===== src/rtl/b2r_pkg.sv =====
// Shared types, letter codes and digit pattern helpers for the Roman numeral converter.
`timescale 1ns / 1ps
`default_nettype none
package b2r_pkg;

    localparam int unsigned VALUE_W  = 12;
    localparam int unsigned LETTER_W = 7;
    localparam int unsigned BCD_W    = 16;
    localparam int unsigned STEP_W   = 2;
    localparam int unsigned CNT_W    = 4;

    localparam logic [VALUE_W-1:0] MAX_VALID = 12'd3999;

    localparam logic [LETTER_W-1:0] ASCII_NUL = 7'h00;
    localparam logic [LETTER_W-1:0] ASCII_I   = 7'h49;
    localparam logic [LETTER_W-1:0] ASCII_V   = 7'h56;
    localparam logic [LETTER_W-1:0] ASCII_X   = 7'h58;
    localparam logic [LETTER_W-1:0] ASCII_L   = 7'h4C;
    localparam logic [LETTER_W-1:0] ASCII_C   = 7'h43;
    localparam logic [LETTER_W-1:0] ASCII_D   = 7'h44;
    localparam logic [LETTER_W-1:0] ASCII_M   = 7'h4D;

    typedef logic [LETTER_W-1:0] t_letter;
    typedef logic [3:0]          t_digit;

    // Indexed by decimal position: units, tens, hundreds, thousands
    localparam t_letter ONE_LETTER  [4] = '{ASCII_I, ASCII_X, ASCII_C, ASCII_M};
    localparam t_letter FIVE_LETTER [4] = '{ASCII_V, ASCII_L, ASCII_D, ASCII_NUL};
    localparam t_letter TEN_LETTER  [4] = '{ASCII_X, ASCII_C, ASCII_M, ASCII_NUL};

    // Double-dabble correction for one BCD nibble
    function automatic t_digit bcd_adjust(input t_digit d);
        bcd_adjust = (d >= 4'd5) ? t_digit'(d + 4'd3) : d;
    endfunction

    // Number of letters a decimal digit produces
    function automatic logic [2:0] digit_len(input t_digit d);
        case (d)
            4'd0:    digit_len = 3'd0;
            4'd1:    digit_len = 3'd1;
            4'd2:    digit_len = 3'd2;
            4'd3:    digit_len = 3'd3;
            4'd4:    digit_len = 3'd2;
            4'd5:    digit_len = 3'd1;
            4'd6:    digit_len = 3'd2;
            4'd7:    digit_len = 3'd3;
            4'd8:    digit_len = 3'd4;
            4'd9:    digit_len = 3'd2;
            default: digit_len = 3'd0;
        endcase
    endfunction

    // Letter at a given step within a digit's pattern
    function automatic t_letter digit_letter(input t_digit d, input logic [STEP_W-1:0] step,
                                             input logic [1:0] pos);
        t_letter one_l;
        t_letter five_l;
        t_letter ten_l;
        one_l  = ONE_LETTER[pos];
        five_l = FIVE_LETTER[pos];
        ten_l  = TEN_LETTER[pos];
        case (d)
            4'd9:    digit_letter = (step == '0) ? one_l : ten_l;
            4'd4:    digit_letter = (step == '0) ? one_l : five_l;
            default: digit_letter = ((d >= 4'd5) && (step == '0)) ? five_l : one_l;
        endcase
    endfunction

endpackage
`default_nettype wire


===== src/rtl/binary_to_roman_numeral.sv =====
// Top level: binary to Roman numeral converter, one ASCII letter per result.
// After accept, a 12-step bit-serial binary-to-BCD shift loop runs, then one emit step per
// letter or skipped zero digit, starting from the thousands digit; letters are registered.
// A valid item is busy through its shift and up to 15 emit steps, taking no new item; an
// invalid item shows its single result next cycle and never goes busy.
// Reset (sync, active low) returns to idle and drops any strobe; the receiver cannot stall.
`timescale 1ns / 1ps
`default_nettype none
module binary_to_roman_numeral (
    input  wire logic                          i_clk,
    input  wire logic                          i_rst_n,
    input  wire logic                          i_start,
    input  wire logic [b2r_pkg::VALUE_W-1:0]   i_value,
    output logic                               o_busy,
    output logic                               o_valid,
    output logic [b2r_pkg::LETTER_W-1:0]       o_letter,
    output logic                               o_last,
    output logic                               o_invalid
);
    import b2r_pkg::*;

    // IDLE: waiting for an item. CONV: double dabble, one input bit per cycle.
    // EMIT: walk digits from thousands down, one letter per cycle.
    typedef enum logic [1:0] {ST_IDLE, ST_CONV, ST_EMIT} t_state_e;

    t_state_e             r_state,   n_state;
    logic [VALUE_W-1:0]   r_bin,     n_bin;     // binary bits still to shift in
    logic [BCD_W-1:0]     r_bcd,     n_bcd;     // current digit in the top nibble during emit
    logic [CNT_W-1:0]     r_cnt,     n_cnt;
    logic [1:0]           r_pos,     n_pos;     // decimal position of the top nibble
    logic [STEP_W-1:0]    r_step,    n_step;    // letter index within the digit
    logic                 r_valid,   n_valid;
    t_letter              r_letter,  n_letter;
    logic                 r_last,    n_last;
    logic                 r_invalid, n_invalid;

    logic [BCD_W-1:0]     w_bcd_adj;
    t_digit               w_dig;
    logic [2:0]           w_len;
    logic                 w_dig_end;
    logic                 w_rest_zero;
    logic                 w_bad;

    // Add-3 correction on every nibble before each shift
    always_comb begin
        for (int i = 0; i < BCD_W / 4; i++) begin
            w_bcd_adj[i*4 +: 4] = bcd_adjust(r_bcd[i*4 +: 4]);
        end
    end

    assign w_dig       = r_bcd[BCD_W-1 -: 4];
    assign w_len       = digit_len(w_dig);
    assign w_dig_end   = ({1'b0, r_step} == (w_len - 3'd1));
    assign w_rest_zero = (r_bcd[BCD_W-5:0] == '0);
    assign w_bad       = (i_value == '0) || (i_value > MAX_VALID);

    always_comb begin
        n_state   = r_state;
        n_bin     = r_bin;
        n_bcd     = r_bcd;
        n_cnt     = r_cnt;
        n_pos     = r_pos;
        n_step    = r_step;
        n_valid   = 1'b0;
        n_letter  = r_letter;
        n_last    = r_last;
        n_invalid = r_invalid;

        case (r_state)
            ST_IDLE: begin
                if (i_start) begin
                    if (w_bad) begin
                        // Out of range: one flagged result straight away
                        n_valid   = 1'b1;
                        n_letter  = ASCII_NUL;
                        n_last    = 1'b1;
                        n_invalid = 1'b1;
                    end else begin
                        n_bin   = i_value;
                        n_bcd   = '0;
                        n_cnt   = CNT_W'(VALUE_W - 1);
                        n_state = ST_CONV;
                    end
                end
            end
            ST_CONV: begin
                n_bcd = {w_bcd_adj[BCD_W-2:0], r_bin[VALUE_W-1]};
                n_bin = {r_bin[VALUE_W-2:0], 1'b0};
                if (r_cnt == '0) begin
                    n_pos   = 2'd3;
                    n_step  = '0;
                    n_state = ST_EMIT;
                end else begin
                    n_cnt = r_cnt - 1'b1;
                end
            end
            ST_EMIT: begin
                if (w_len == 3'd0) begin
                    // zero digit: nothing to write, move on
                    n_bcd  = {r_bcd[BCD_W-5:0], 4'd0};
                    n_pos  = r_pos - 1'b1;
                    n_step = '0;
                end else begin
                    n_valid   = 1'b1;
                    n_letter  = digit_letter(w_dig, r_step, r_pos);
                    n_invalid = 1'b0;
                    n_last    = w_dig_end && w_rest_zero;
                    if (w_dig_end) begin
                        n_bcd  = {r_bcd[BCD_W-5:0], 4'd0};
                        n_pos  = r_pos - 1'b1;
                        n_step = '0;
                        if (w_rest_zero) begin
                            n_state = ST_IDLE;
                        end
                    end else begin
                        n_step = r_step + 1'b1;
                    end
                end
            end
            default: begin
                n_state = ST_IDLE;
            end
        endcase
    end

    always_ff @(posedge i_clk) begin
        if (!i_rst_n) begin
            r_state <= ST_IDLE;
            r_valid <= 1'b0;
        end else begin
            r_state <= n_state;
            r_valid <= n_valid;
        end
        r_bin     <= n_bin;
        r_bcd     <= n_bcd;
        r_cnt     <= n_cnt;
        r_pos     <= n_pos;
        r_step    <= n_step;
        r_letter  <= n_letter;
        r_last    <= n_last;
        r_invalid <= n_invalid;
    end

    assign o_busy    = (r_state != ST_IDLE);
    assign o_valid   = r_valid;
    assign o_letter  = r_letter;
    assign o_last    = r_last;
    assign o_invalid = r_invalid;

endmodule
`default_nettype wire


===== config.mk =====
export PLATFORM = sky130hd
export DESIGN_NAME = binary_to_roman_numeral
export DESIGN_NICKNAME = d
export VERILOG_FILES = /design/src/rtl/b2r_pkg.sv /design/src/rtl/binary_to_roman_numeral.sv
export SDC_FILE = /design/constraint.sdc
export NUM_CORES = 1
export LEC_CHECK = 0
export BUFFER_PORTS_ARGS = -buffer_cell sky130_fd_sc_hd__buf_4
export CAP_MARGIN = 5
export CORE_MARGIN = 4
export CORE_UTILIZATION = 50
export CTS_CLUSTER_SIZE = 8
export DETAILED_ROUTE_END_ITERATION = 10
export GPL_ROUTABILITY_DRIVEN = 0
export PLACE_DENSITY = 0.81
export REMOVE_ABC_BUFFERS = 1
export SLEW_MARGIN = 10
export SYNTH_ARGS = -nofsm -noshare
export SYNTH_HDL_FRONTEND = slang
export SYNTH_SLANG_ARGS = --single-unit

===== constraint.sdc =====
create_clock -name i_clk -period 2.7 [get_ports i_clk]
set_clock_uncertainty 0.15 [all_clocks]
set_input_delay 0.27 -clock i_clk [delete_from_list [all_inputs] [get_ports i_clk]]
set_output_delay 0.27 -clock i_clk [all_outputs]
set_load 0.02 [all_outputs]

# After elaboration in Yosys (flattened, before gate mapping)

Memory sizes are Yosys's and may differ from the RTL's. A register that Yosys moved wholly into a read port is not among the register bits.
Cells that the tools add are included.

Equal/unequal tests: 14
Add/subtract/negate cells: 8
Bitwise logic cells: 1
Reductions and logical operators: 21
Multiplexer cells: 59
Order comparisons: 6

Operator list:

| cell                 | number |
|---|---|
| $mux 7               | 12 |
| $mux 16              | 4 |
| $pmux 16 s3          | 1 |
| $bmux 7 s2           | 3 |
| $mux 4               | 7 |
| $pmux 7 s2           | 2 |
| $logic_not 12->1     | 2 |
| $mux 12              | 2 |
| $mux 2               | 12 |
| $pmux 12 s2          | 1 |
| $ge 4x3->1 const B   | 4 |
| $ne 2x2->1 const B   | 8 |
| $add 4x2->4 const B  | 3 |
| $gt 12x12->1 const B | 1 |
| $reduce_and 4->1     | 3 |
| $pmux 2 s2           | 2 |
| $pmux 4 s2           | 1 |
| $reduce_bool 2->1    | 4 |
| $mux 1               | 7 |
| $pmux 1 s2           | 3 |
| $pmux 2 s3           | 1 |
| $reduce_and 3->1     | 2 |
| $reduce_and 6->1     | 1 |
| $eq 4x3->1 const B   | 1 |
| other kinds (20)     | 22 |

Flip-flop bits (word level): 48
Memory bits (read-only): 48
Logic and storage cells: 120
Output and inout bits: 11
Bits of input ports: 15
Memories kept: 1

Memories:

| name            | words | bits a word | read ports | clocked after memory_dff | wr ports | RTL line      | RTL |
|---|---|---|---|---|---|---|---|
| (no name shown) | 16    | 3           | 1          | 1                        | 0        | b2r_pkg.sv:38 | `case (d)` |

# Logic depth before layout (Yosys ltp)

Gate-level depths: netlist of the first run.

Depth after elaboration: 8
Depth in mapped cells: 9
Depth with buffers taken out: 8

# Worst setup path before layout of the first run

OpenSTA, ideal clock, no wires.

Path type: register -> register
Start: register r_state[0]
End: register r_cnt[0], enable pin
Required time: 2238 ps
Period minus slack after synthesis: 3049 ps
Data arrival time: 2588 ps
Setup slack: -349 ps
Buffers on the path: 0
Cell stages (with the launch flop): 6
Library setup time: 312 ps
Path through: dfxtp_1 -> inv_1 -> ha_1 -> inv_1 -> o41ai_1 -> and2_1

Word-level cells in the longest chain between the ends: 3
Elaborated cells on any way between the ends: 7
Those cells by class: 4 x eq/ne; 3 x reduce/logical

RTL lines:

| element                                                          | RTL line                       | RTL |
|---|---|---|
| start: declaration                                               | binary_to_roman_numeral.sv:26  | `t_state_e r_state, n_state;` |
| start signal: assignment                                         | binary_to_roman_numeral.sv:131 | `r_state <= n_state;` |
| $eq 2x1->1 or $logic_not 2->1 (tied branches)                    | binary_to_roman_numeral.sv:69  | `case (r_state)` |
| $ne 2x2->1 (no source line) or $reduce_bool 2->1 (tied branches) | --                             |  |
| $reduce_and 4->1 (no source line) *                              | --                             |  |
| end signal: assignment                                           | binary_to_roman_numeral.sv:136 | `r_cnt <= n_cnt;` |
| end: declaration                                                 | binary_to_roman_numeral.sv:29  | `logic [CNT_W-1:0] r_cnt, n_cnt;` |

Every way passes the cells marked *; elsewhere a longest branch is shown, timed or not.
A chain may end at the register's enable or synchronous reset.

# Worst setup path after layout of the first run

Start: register r_bcd[13]
End: register w_len[2] (netlist name)

Word-level cells in the longest chain between the ends: 4
Elaborated cells on any way between the ends: 5
Those cells by class: 1 x add/sub; 1 x order compare; 3 x mux

RTL lines:

| element                                   | RTL line                       | RTL |
|---|---|---|
| start: declaration                        | binary_to_roman_numeral.sv:28  | `logic [BCD_W-1:0] r_bcd, n_bcd;` |
| start signal: assignment                  | binary_to_roman_numeral.sv:135 | `r_bcd <= n_bcd;` |
| $ge 4x3->1 or $add 3x2->3 (tied branches) | b2r_pkg.sv:33                  | `bcd_adjust = (d >= 4'd5) ? t_digit'(d + 4'd3) : d;` |
| $mux 3 *                                  | b2r_pkg.sv:33                  |  |
| $pmux 16 s3 *                             | binary_to_roman_numeral.sv:69  |  |
| via n_bcd[14]                             | binary_to_roman_numeral.sv:28  |  |
| $mux 4 (no source line) *                 | --                             |  |

Mark *: on every way through the listed nets, which the timed path passes. The rest lies on a longest branch.

==> flow_metrics.py, run 1 <==
metrics = {
    "outcome": {
        "status": "completed",
    },
    "power": {
        "p_per_area_nw_per_um2": 923.1,
        "combPwrFrac_pct": 43.0,
        "intPower_mw": 1.896,
        "p_switching_mw": 1.226,
        "seq_power_share_pct": 43.5,
        "leakage_nw": 1.319,
        "ir_drop_mv": 0.6237,
        "switching_share_pct": 39.28,
        "clkPwrFrac_pct": 13.6,
    },
    "worst_setup_path": {
        "worstSetupEndpointType": "flop",
        "ff2ff_path_depth": 8,
        "r2r-end": "w_len[2]$_SDFF_PP0_",
        "max_stage_delay_ns": 0.44,
        "worstSetupPathType": "flop to flop",
        "required_ns": 2.75,
        "worstReg2RegStart": "r_bcd[13]$_DFFE_PN_",
        "rrSetupSlack_ns": 0.55,
        "cp_max_fo": 4,
        "crit_chain": "inv_1, ha_1, nand2b_1, a2111o_1, o211a_2, inv_2, nor4_1, mux2_4",
        "critPathLaunchType": "flop",
        "arrival_ns": 2.20,
        "critPathSlowestCell": "a2111o_1",
    },
    "global_routing": {
        "grt_max_degree": 23,
        "grtUsageTotal_pct": 15.37,
        "grt_pass1_vias": 2073,
        "grt-ovfl-total": 0,
        "grt_pass1_wl_um": 9114,
        "antenna_found_initial": 0,
    },
    "sta": {
        "hold_viol_final": 0,
        "setup_violations": 0,
        "drv_slew": 0,
        "timing.final.crit_share_pct": 79.67,
        "final.min_clock_period_ns": 2.151,
        "rsz0062_at_grt": "no",
        "fmax_mhz": 464.9,
        "holdWs_ns": 0.1081,
    },
    "placement": {
        "dp.cells": 392,
        "placed_area_um2": 3302,
        "hpwl_um": 4152,
        "io_buffers": 24,
    },
    "routing": {
        "vias": 2199,
        "drt-total-wl_um": 5477,
        "post_drt_wl_per_cell_um": 13.73,
        "drc": 0,
        "ant_nets": 0,
        "drt_first_pass_iters": 5,
        "drt_iter0_drc": 128,
        "via_per_inst": 5.511,
    },
    "die": {
        "die-area_um2": 7343,
        "die_w_um": 85.69,
        "fp.coreArea_um2": 5886,
        "die_h_um": 85.69,
        "num_io_pins": 26,
        "rows": 28,
        "start_util_pct": 51.28,
    },
    "clocking": {
        "cts_max_level": 2,
        "cts_setup_buffers": 0,
        "clock_latency_ns": 0.30,
        "ctsHoldBuffers": 0,
        "clk_path_buf_depth": 2,
        "cts_tree": "yes",
        "cts_resized": 0,
        "clkTransAtPathRegs_ns": 0.09,
        "root_buffer": "clkbuf_8",
        "cts_made_buffers": 5,
        "clock-sinks": 50,
    },
    "synthesis": {
        "synth_top_area_share_pct": 43.78,
        "yosysTopAreaCell": "edfxtp_1",
        "ys_top_cells_by_area": "edfxtp_1, ha_1, mux2_2",
        "synthCells": 296,
        "synth-main-ff-cell": "edfxtp_1",
        "yosysSeqAreaShare_pct": 47.76,
        "synth_warnings": 0,
        "synth-seq-cells": 50,
        "syn-cell-area_um2": 3018,
        "async_reset_ff_share_pct": 0,
        "ys_types": 52,
        "synth-edff-count": 44,
        "syn_area_per_cell_um2": 10.20,
    },
    "min_path": {
        "hold_depth": 3,
        "holdCritPathClass": "input port to flop",
        "min_to": "r_state[1]$_SDFFE_PN0P_",
        "min_from": "i_rst_n",
    },
    "cells_and_area": {
        "finish.instance_area_um2": 3382,
        "instances_no_fill": 399,
        "drive_above_1_share_pct": 17.90,
        "fin_nets": 362,
        "area_growth_pct": 12.06,
        "finish.utilization_pct": 57.46,
        "diodes": 0,
    },
    "flow_run": {
        "timing.max_cap.violations": 0,
    },
}
cell usage in the layout (no fill, tap or decap), drive strengths merged, types with 3 or more instances in the layout:
master  netlist  routed
clkbuf        3       6
xor2          3       3
mux2         12      12
a22oi         3       3
inv          28      28
o31ai         3       3
o21ai        19      19
buf           7      31
nor3          3       3
edfxtp       44      44
nor2         27      27
mux2i         3       3
a21oi        21      21
nand2b        6       6
ha           23      23
nand2        29      29
xnor2         7       7
and2          5       5
dfxtp         6       6
nor4          4       4
nor2b         4       4
nand3         7       7
synthesized netlist by cell type (2+ instances only):
library cell  count
or2_1             2
clkbuf_1          3
nand2b_1          5
edfxtp_1         44
a21oi_1          21
o211ai_1          2
nand2_1          28
buf_2             4
nand4_1           2
mux2_2           11
a211oi_1          2
o32ai_1           2
inv_2             3
and2_1            5
nand3_1           7
nor2_1           26
ha_1             23
a22oi_1           3
nor3_1            3
dfxtp_1           6
nor3b_1           2
nor2b_1           4
inv_1            25
o21ai_1           9
mux2i_1           3
and3_1            2
o21ai_0          10
xor2_1            3
xnor2_1           7
a221oi_1          2
buf_4             2
o31ai_1           2
nor4_1            4
per-layer routing:
metal / wire length [um] / GRT usage [%]
met1: 2467 / 19.96
met2: 2732 / 26.13
met3: 242 / 3.746
met4: 34 / 3.309
met5: 0 / 0
critical path, delay by kind of cell, from the launching register on:
kind | cells | cell delay (ns)
AO/OA/AOI/OAI | 2 | 0.61
adder cells (fa/ha/maj) | 1 | 0.21
buffers and inverters | 2 | 0.17
flip-flops | 1 | 0.40
multiplexers | 1 | 0.27
AND/OR/NAND/NOR | 2 | 0.24
how the worst max path moves through the flow:
stage	start	end	slack (ns)	cells after the start
4_1_cts	r_bcd[13]$_DFFE_PN_	w_len[2]$_SDFF_PP0_	0.56	8
3_3_place_gp	r_bcd[12]$_DFFE_PN_	w_len[2]$_SDFF_PP0_	0.64	8
5_1_grt	r_state[0]$_SDFFE_PN0P_	w_len[2]$_SDFF_PP0_	0.40	6
2_1_floorplan	r_state[0]$_SDFFE_PN0P_	r_cnt[0]$_SDFFCE_PN1P_	-0.35	5
3_5_place_dp	r_bcd[13]$_DFFE_PN_	w_len[2]$_SDFF_PP0_	0.58	8
6_report	r_bcd[13]$_DFFE_PN_	w_len[2]$_SDFF_PP0_	0.55	8
layout make-up:
| type | count | area (um^2) |
|---|---|---|
| multi-input cells | 208 | 1429 |
| flip-flops and latches | 50 | 1441 |
| repair buffers | 31 | 232.7 |
| fillers | 513 | 2504 |
| inverters | 28 | 105.1 |
| clock inverters | 1 | 7.507 |
| clock buffers | 6 | 72.57 |
| well taps | 75 | 93.84 |
flip-flops by register name, indices dropped and copies added (netlist names):
| register | cells |
|---|---|
| o_invalid | 1 |
| o_last | 1 |
| o_letter | 6 |
| o_valid | 1 |
| r_bcd | 16 |
| r_bin | 12 |
| r_cnt | 4 |
| r_pos | 2 |
| r_state | 2 |
| r_step | 2 |
| w_len | 3 |
cell families after synthesis:
family	share of synthesized area (%)
compound gates	13.64
xor+xnor	2.902
fa+ha+maj	9.536
buf+inv	5.141
flops	47.76
mux	5.597
other cells	0.1243
simple gates	15.30
metrics by stage:
stage	power (mW)	setup WS, ns	setup TNS (ns)
floorplan	2.337	-0.3494	-2.599
finish	3.122	0.5490	0
global placement	2.656	0.6388	0
detailed placement	2.713	0.5771	0
global route	3.370	0.3974	0
CTS	3.137	0.5577	0
power by group through the flow:
stage / Sequential [mW] / Combinational, mW / Clock, mW
2_1_floorplan: 1.33 / 1.01 / 0
3_3_place_gp: 1.36 / 1.29 / 0
3_5_place_dp: 1.37 / 1.35 / 0
4_1_cts: 1.36 / 1.35 / 0.427
5_1_grt: 1.39 / 1.52 / 0.460
6_report: 1.36 / 1.34 / 0.423
No activity file was read; power rests on OpenSTA's default activity.
==> run 2, diff against run 1 <==
- clock period: 2.7 -> 1.8 ns (I/O delays scaled with it)
==> flow_metrics.py, run 2 (synthesis gave the netlist of run 1 again) <==
metrics = {
    "die": {
        "rows": 28,
        "die_h_um": 85.69,
        "start_util_pct": 51.28,
        "num_io_pins": 26,
        "die_w_um": 85.69,
        "die-area_um2": 7343,
        "fp.coreArea_um2": 5886,
    },
    "routing": {
        "vias": 2652,
        "via_per_inst": 5.728,
        "drt_iter0_drc": 150,
        "ant_nets": 0,
        "drc": 0,
        "drt-total-wl_um": 8234,
        "post_drt_wl_per_cell_um": 17.78,
        "drt_first_pass_iters": 4,
    },
    "clocking": {
        "clk_path_buf_depth": 2,
        "clock_latency_ns": 0.31,
        "cts_made_buffers": 5,
        "root_buffer": "clkbuf_8",
        "cts_max_level": 2,
        "clock-sinks": 50,
        "cts_tree": "yes",
        "clkTransAtPathRegs_ns": 0.09,
    },
    "worst_setup_path": {
        "arrival_ns": 2.10,
        "timing.critical_path.from": "r_state[0]$_SDFFE_PN0P_",
        "worstReg2RegStart": "r_state[0]$_SDFFE_PN0P_",
        "worstSetupPathType": "flop to flop",
        "required_ns": 1.89,
        "cp_max_fo": 5,
        "critPathLaunchType": "flop",
        "worstSetupEndpointType": "flop",
    },
    "sta": {
        "timing.final.crit_share_pct": 111.7,
        "setup_violations": 28,
        "fmax_mhz": 497.2,
        "rsz0062_at_grt": "yes",
        "finalWorstSetupSlack_ns": -0.2113,
        "final.min_clock_period_ns": 2.011,
        "hold_viol_final": 0,
        "drv_slew": 0,
    },
    "flow_run": {
        "timing.max_cap.violations": 0,
    },
    "global_routing": {
        "antenna_found_initial": 0,
        "grtUsageTotal_pct": 21.24,
        "grt_pass1_wl_um": 12350,
        "grt_pass1_vias": 2639,
        "grt_max_degree": 23,
        "grt-ovfl-total": 0,
    },
    "placement": {
        "io_buffers": 24,
        "hpwl_um": 5021,
    },
    "min_path": {
        "min_from": "i_value[0]",
        "holdCritPathClass": "input port to flop",
    },
    "outcome": {
        "violations": "negative setup slack",
        "status": "complete, but fails checks",
    },
    "cells_and_area": {
        "area_growth_pct": 44.36,
        "finish.utilization_pct": 74.02,
        "final_cell_mix": "buf_4, edfxtp_1, nand2_1",
        "top_register": "r_bcd",
        "final_common_cell": "buf_4",
        "diodes": 0,
        "largest_reg_flops": 16,
        "drive_above_1_share_pct": 48.71,
        "fin_nets": 425,
    },
    "power": {
        "leakage_nw": 1.729,
        "p_per_area_nw_per_um2": 1544,
        "p_total_mw": 6.727,
        "ir_drop_mv": 0.8952,
    },
}
==> run 2: cell count changes in the layout (fill, tap and decap cells not counted), sizes merged <==
cell	delta
clkbuf	+1
buf	+62
bufinv	+1
dlygate4sd3	+1
clkinvlp	-1
==> run 2: repair_timing <==
action / CTS / global route
resized for setup: 53 / 60
buffers inserted: 6 / 9
endpoints found under the setup margin: 49 / 71
pin swaps: 17 / 28
hold endpoints to repair: 2 / 0
hold buffers: 1 / 0
gates cloned: 2 / 0
==> run 2: metrics by stage <==
stage          hold slack, ns  cells  area (um^2)  TNS (ns)  setup WS [ns]
2_1_floorplan          0.1704    286         2968    -26.36         -1.249
3_3_place_gp           0.3028    442         3677    -2.480        -0.2054
3_5_place_dp           0.3122    442         3677    -5.177        -0.3015
4_1_cts               0.01567    459         4085    -3.097        -0.1368
5_1_grt               0.01354    463         4357    -5.252        -0.2571
6_report              0.01729    463         4357    -3.182        -0.2113
==> run 2: path summary, 6_finish.rpt <==
| check | cells after the start | endpoint | slack [ns] |
|---|---|---|---|
| worst max-delay path | 8 | w_len[1]$_DFF_P_ | -0.21 |
| worst min-delay path | 2 | r_bin[0]$_SDFFCE_PP0P_ | 0.02 |
| worst max register to register | 8 | w_len[1]$_DFF_P_ | -0.21 |
| worst min register to register | 1 | r_bin[11]$_DFFE_PP_ | 0.41 |
==> run 2: layout make-up <==
type                    instances  area [um^2]
well taps                      75        93.84
clock buffers                   7        86.33
multi-input cells             208         1821
fillers                       362         1529
repair buffers                 94        767.0
flip-flops and latches         50         1446
clock inverters                 1        30.03
inverters                      28        112.6
==> run 2: critical path, cell delays in order (launching register included) <==
cell and delay, ns:
dfxtp_2 0.36, inv_2 0.06, ha_4 0.28, and2_4 0.18, nand2_1 0.10, o31ai_4 0.32, nand2_1 0.09, o31a_1 0.26
a21oi_1 0.14
==> run 2: report_power, final <==
part | leakage (nW) | switching (mW) | total (mW) | internal (mW)
clock | 0.0585 | 0.377 | 0.830 | 0.453
combinational | 1.20 | 1.99 | 3.91 | 1.92
sequential | 0.474 | 0.254 | 1.99 | 1.74
==> run 2: per-layer routing <==
| metal | track usage (%) | share of wire [%] | up-vias |
|---|---|---|---|
| li1 | - | - | 1232 |
| met1 | 23.62 | 38 | 1282 |
| met2 | 39.34 | 53 | 107 |
| met3 | 3.939 | 5.1 | 31 |
| met4 | 9.065 | 3.4 | 0 |
| met5 | 0 | 0 | - |
==> run 3, diff against run 2 <==
- REMOVE_ABC_BUFFERS: 1 -> unset
==> flow_metrics.py, run 3 (synthesis gave the netlist of run 1 again) <==
metrics = {
    "min_path": {
        "holdCritPathClass": "input port to flop",
        "min_from": "i_rst_n",
    },
    "sta": {
        "final.min_clock_period_ns": 1.986,
        "setup_violations": 28,
        "rsz0062_at_grt": "yes",
        "finalWorstSetupSlack_ns": -0.1862,
        "hold_viol_final": 0,
        "drv_slew": 0,
        "fin_setup_tns_ns": -3.198,
        "fmax_mhz": 503.5,
        "timing.final.crit_share_pct": 110.3,
        "holdWs_ns": 0.002786,
    },
    "cells_and_area": {
        "finish.utilization_pct": 72.58,
        "finish.instance_area_um2": 4272,
        "largest_reg_flops": 16,
        "diodes": 0,
        "drive_above_1_share_pct": 47.77,
        "fin_nets": 418,
        "final_common_cell": "buf_4",
        "area_growth_pct": 41.54,
        "instances_no_fill": 456,
        "final_cell_mix": "buf_4, edfxtp_1, nand2_1",
        "top_register": "r_bcd",
    },
    "power": {
        "intPower_mw": 3.853,
        "seq_power_share_pct": 31.0,
        "p_switching_mw": 2.565,
        "clkPwrFrac_pct": 10.5,
        "p_total_mw": 6.419,
        "leakage_nw": 1.683,
        "combPwrFrac_pct": 58.5,
        "p_per_area_nw_per_um2": 1503,
        "ir_drop_mv": 0.9828,
        "switching_share_pct": 39.97,
    },
    "die": {
        "die-area_um2": 7343,
        "rows": 28,
        "die_h_um": 85.69,
        "num_io_pins": 26,
        "fp.coreArea_um2": 5886,
        "die_w_um": 85.69,
        "start_util_pct": 51.28,
    },
    "clocking": {
        "root_buffer": "clkbuf_8",
        "cts_made_buffers": 5,
        "clkTransAtPathRegs_ns": 0.10,
        "cts_max_level": 2,
        "ctsHoldBuffers": 0,
        "clock-sinks": 50,
        "clk_path_buf_depth": 2,
        "cts_tree": "yes",
        "clock_latency_ns": 0.30,
    },
    "routing": {
        "vias": 2542,
        "drc": 0,
        "drt_first_pass_iters": 4,
        "drt-total-wl_um": 7320,
        "ant_nets": 0,
        "via_per_inst": 5.575,
        "post_drt_wl_per_cell_um": 16.05,
        "drt_iter0_drc": 142,
    },
    "synthesis": {
        "syn_nets": 334,
    },
    "placement": {
        "hpwl_um": 5062,
        "io_buffers": 24,
        "dp.cells": 435,
        "placed_area_um2": 3730,
        "pre_cts_ws_ns": -0.2119,
    },
    "global_routing": {
        "grt_pass1_vias": 2480,
        "grt_max_degree": 23,
        "antenna_found_initial": 0,
        "grtUsageTotal_pct": 19.16,
        "grt_pass1_wl_um": 11300,
        "grt-ovfl-total": 0,
    },
    "worst_setup_path": {
        "worstSetupEndpointType": "flop",
        "required_ns": 1.85,
        "cp_max_fo": 4,
        "worstSetupPathType": "flop to flop",
        "arrival_ns": 2.03,
        "critPathLaunchType": "flop",
        "timing.critical_path.from": "r_bcd[13]$_DFFE_PN_",
        "worstReg2RegStart": "r_bcd[13]$_DFFE_PN_",
    },
    "flow_run": {
        "timing.max_cap.violations": 0,
    },
    "outcome": {
        "violations": "negative setup slack",
        "status": "complete, but fails checks",
    },
}
-- run 3: timing repair --
| item | 4_1_cts | 5_1_grt |
|---|---|---|
| gates cloned | 0 | 1 |
| endpoints found under the setup margin | 36 | 49 |
| buffers inserted | 3 | 11 |
| pin swaps | 13 | 20 |
| resized for setup | 37 | 40 |
-- run 3: cell type report --
type | count | area, um^2
Clock inverter | 2 | 13.76
Inverter | 28 | 110.1
Multi-Input combinational cell | 208 | 1822
Clock buffer | 6 | 72.57
Fill cell | 384 | 1614
Tap cell | 75 | 93.84
Timing Repair Buffer | 87 | 714.4
Sequential cell | 50 | 1445
-- run 3: power groups by stage --
stage	combinational [mW]	clock, mW	sequential, mW
after floorplan	1.79	0	1.96
after global placement	2.70	0	1.96
after detailed placement	2.83	0	1.97
after CTS	3.14	0.675	1.98
after global routing	4.05	0.727	2.03
final	3.76	0.672	1.99
-- run 3: worst max-delay path, stage by stage (launching register included) --
cell and delay (ns):
edfxtp_1 0.41, inv_2 0.13, ha_2 0.19, nand2b_4 0.14, a21oi_2 0.07, xnor2_1 0.17
o21ai_2 0.27, nor4_4 0.08, mux2_4 0.27
-- run 3: metal layers --
layer  wire (um)  up-vias  global-route usage, %
met5           0        -                      0
met4         131        0                  5.180
met3         311       15                  2.882
met2        3924       78                  36.44
met1        2952     1231                  22.17
li1            -     1218                      -
-- run 3: worst paths after layout --
kind,cells past startpoint,to,slack [ns]
worst max-delay path,8,w_len[2]$_SDFF_PP0_,-0.19
worst min-delay path,3,r_state[1]$_SDFFE_PN0P_,0.003
worst max register to register,8,w_len[2]$_SDFF_PP0_,-0.19
worst min register to register,1,r_bin[11]$_DFFE_PP_,0.41
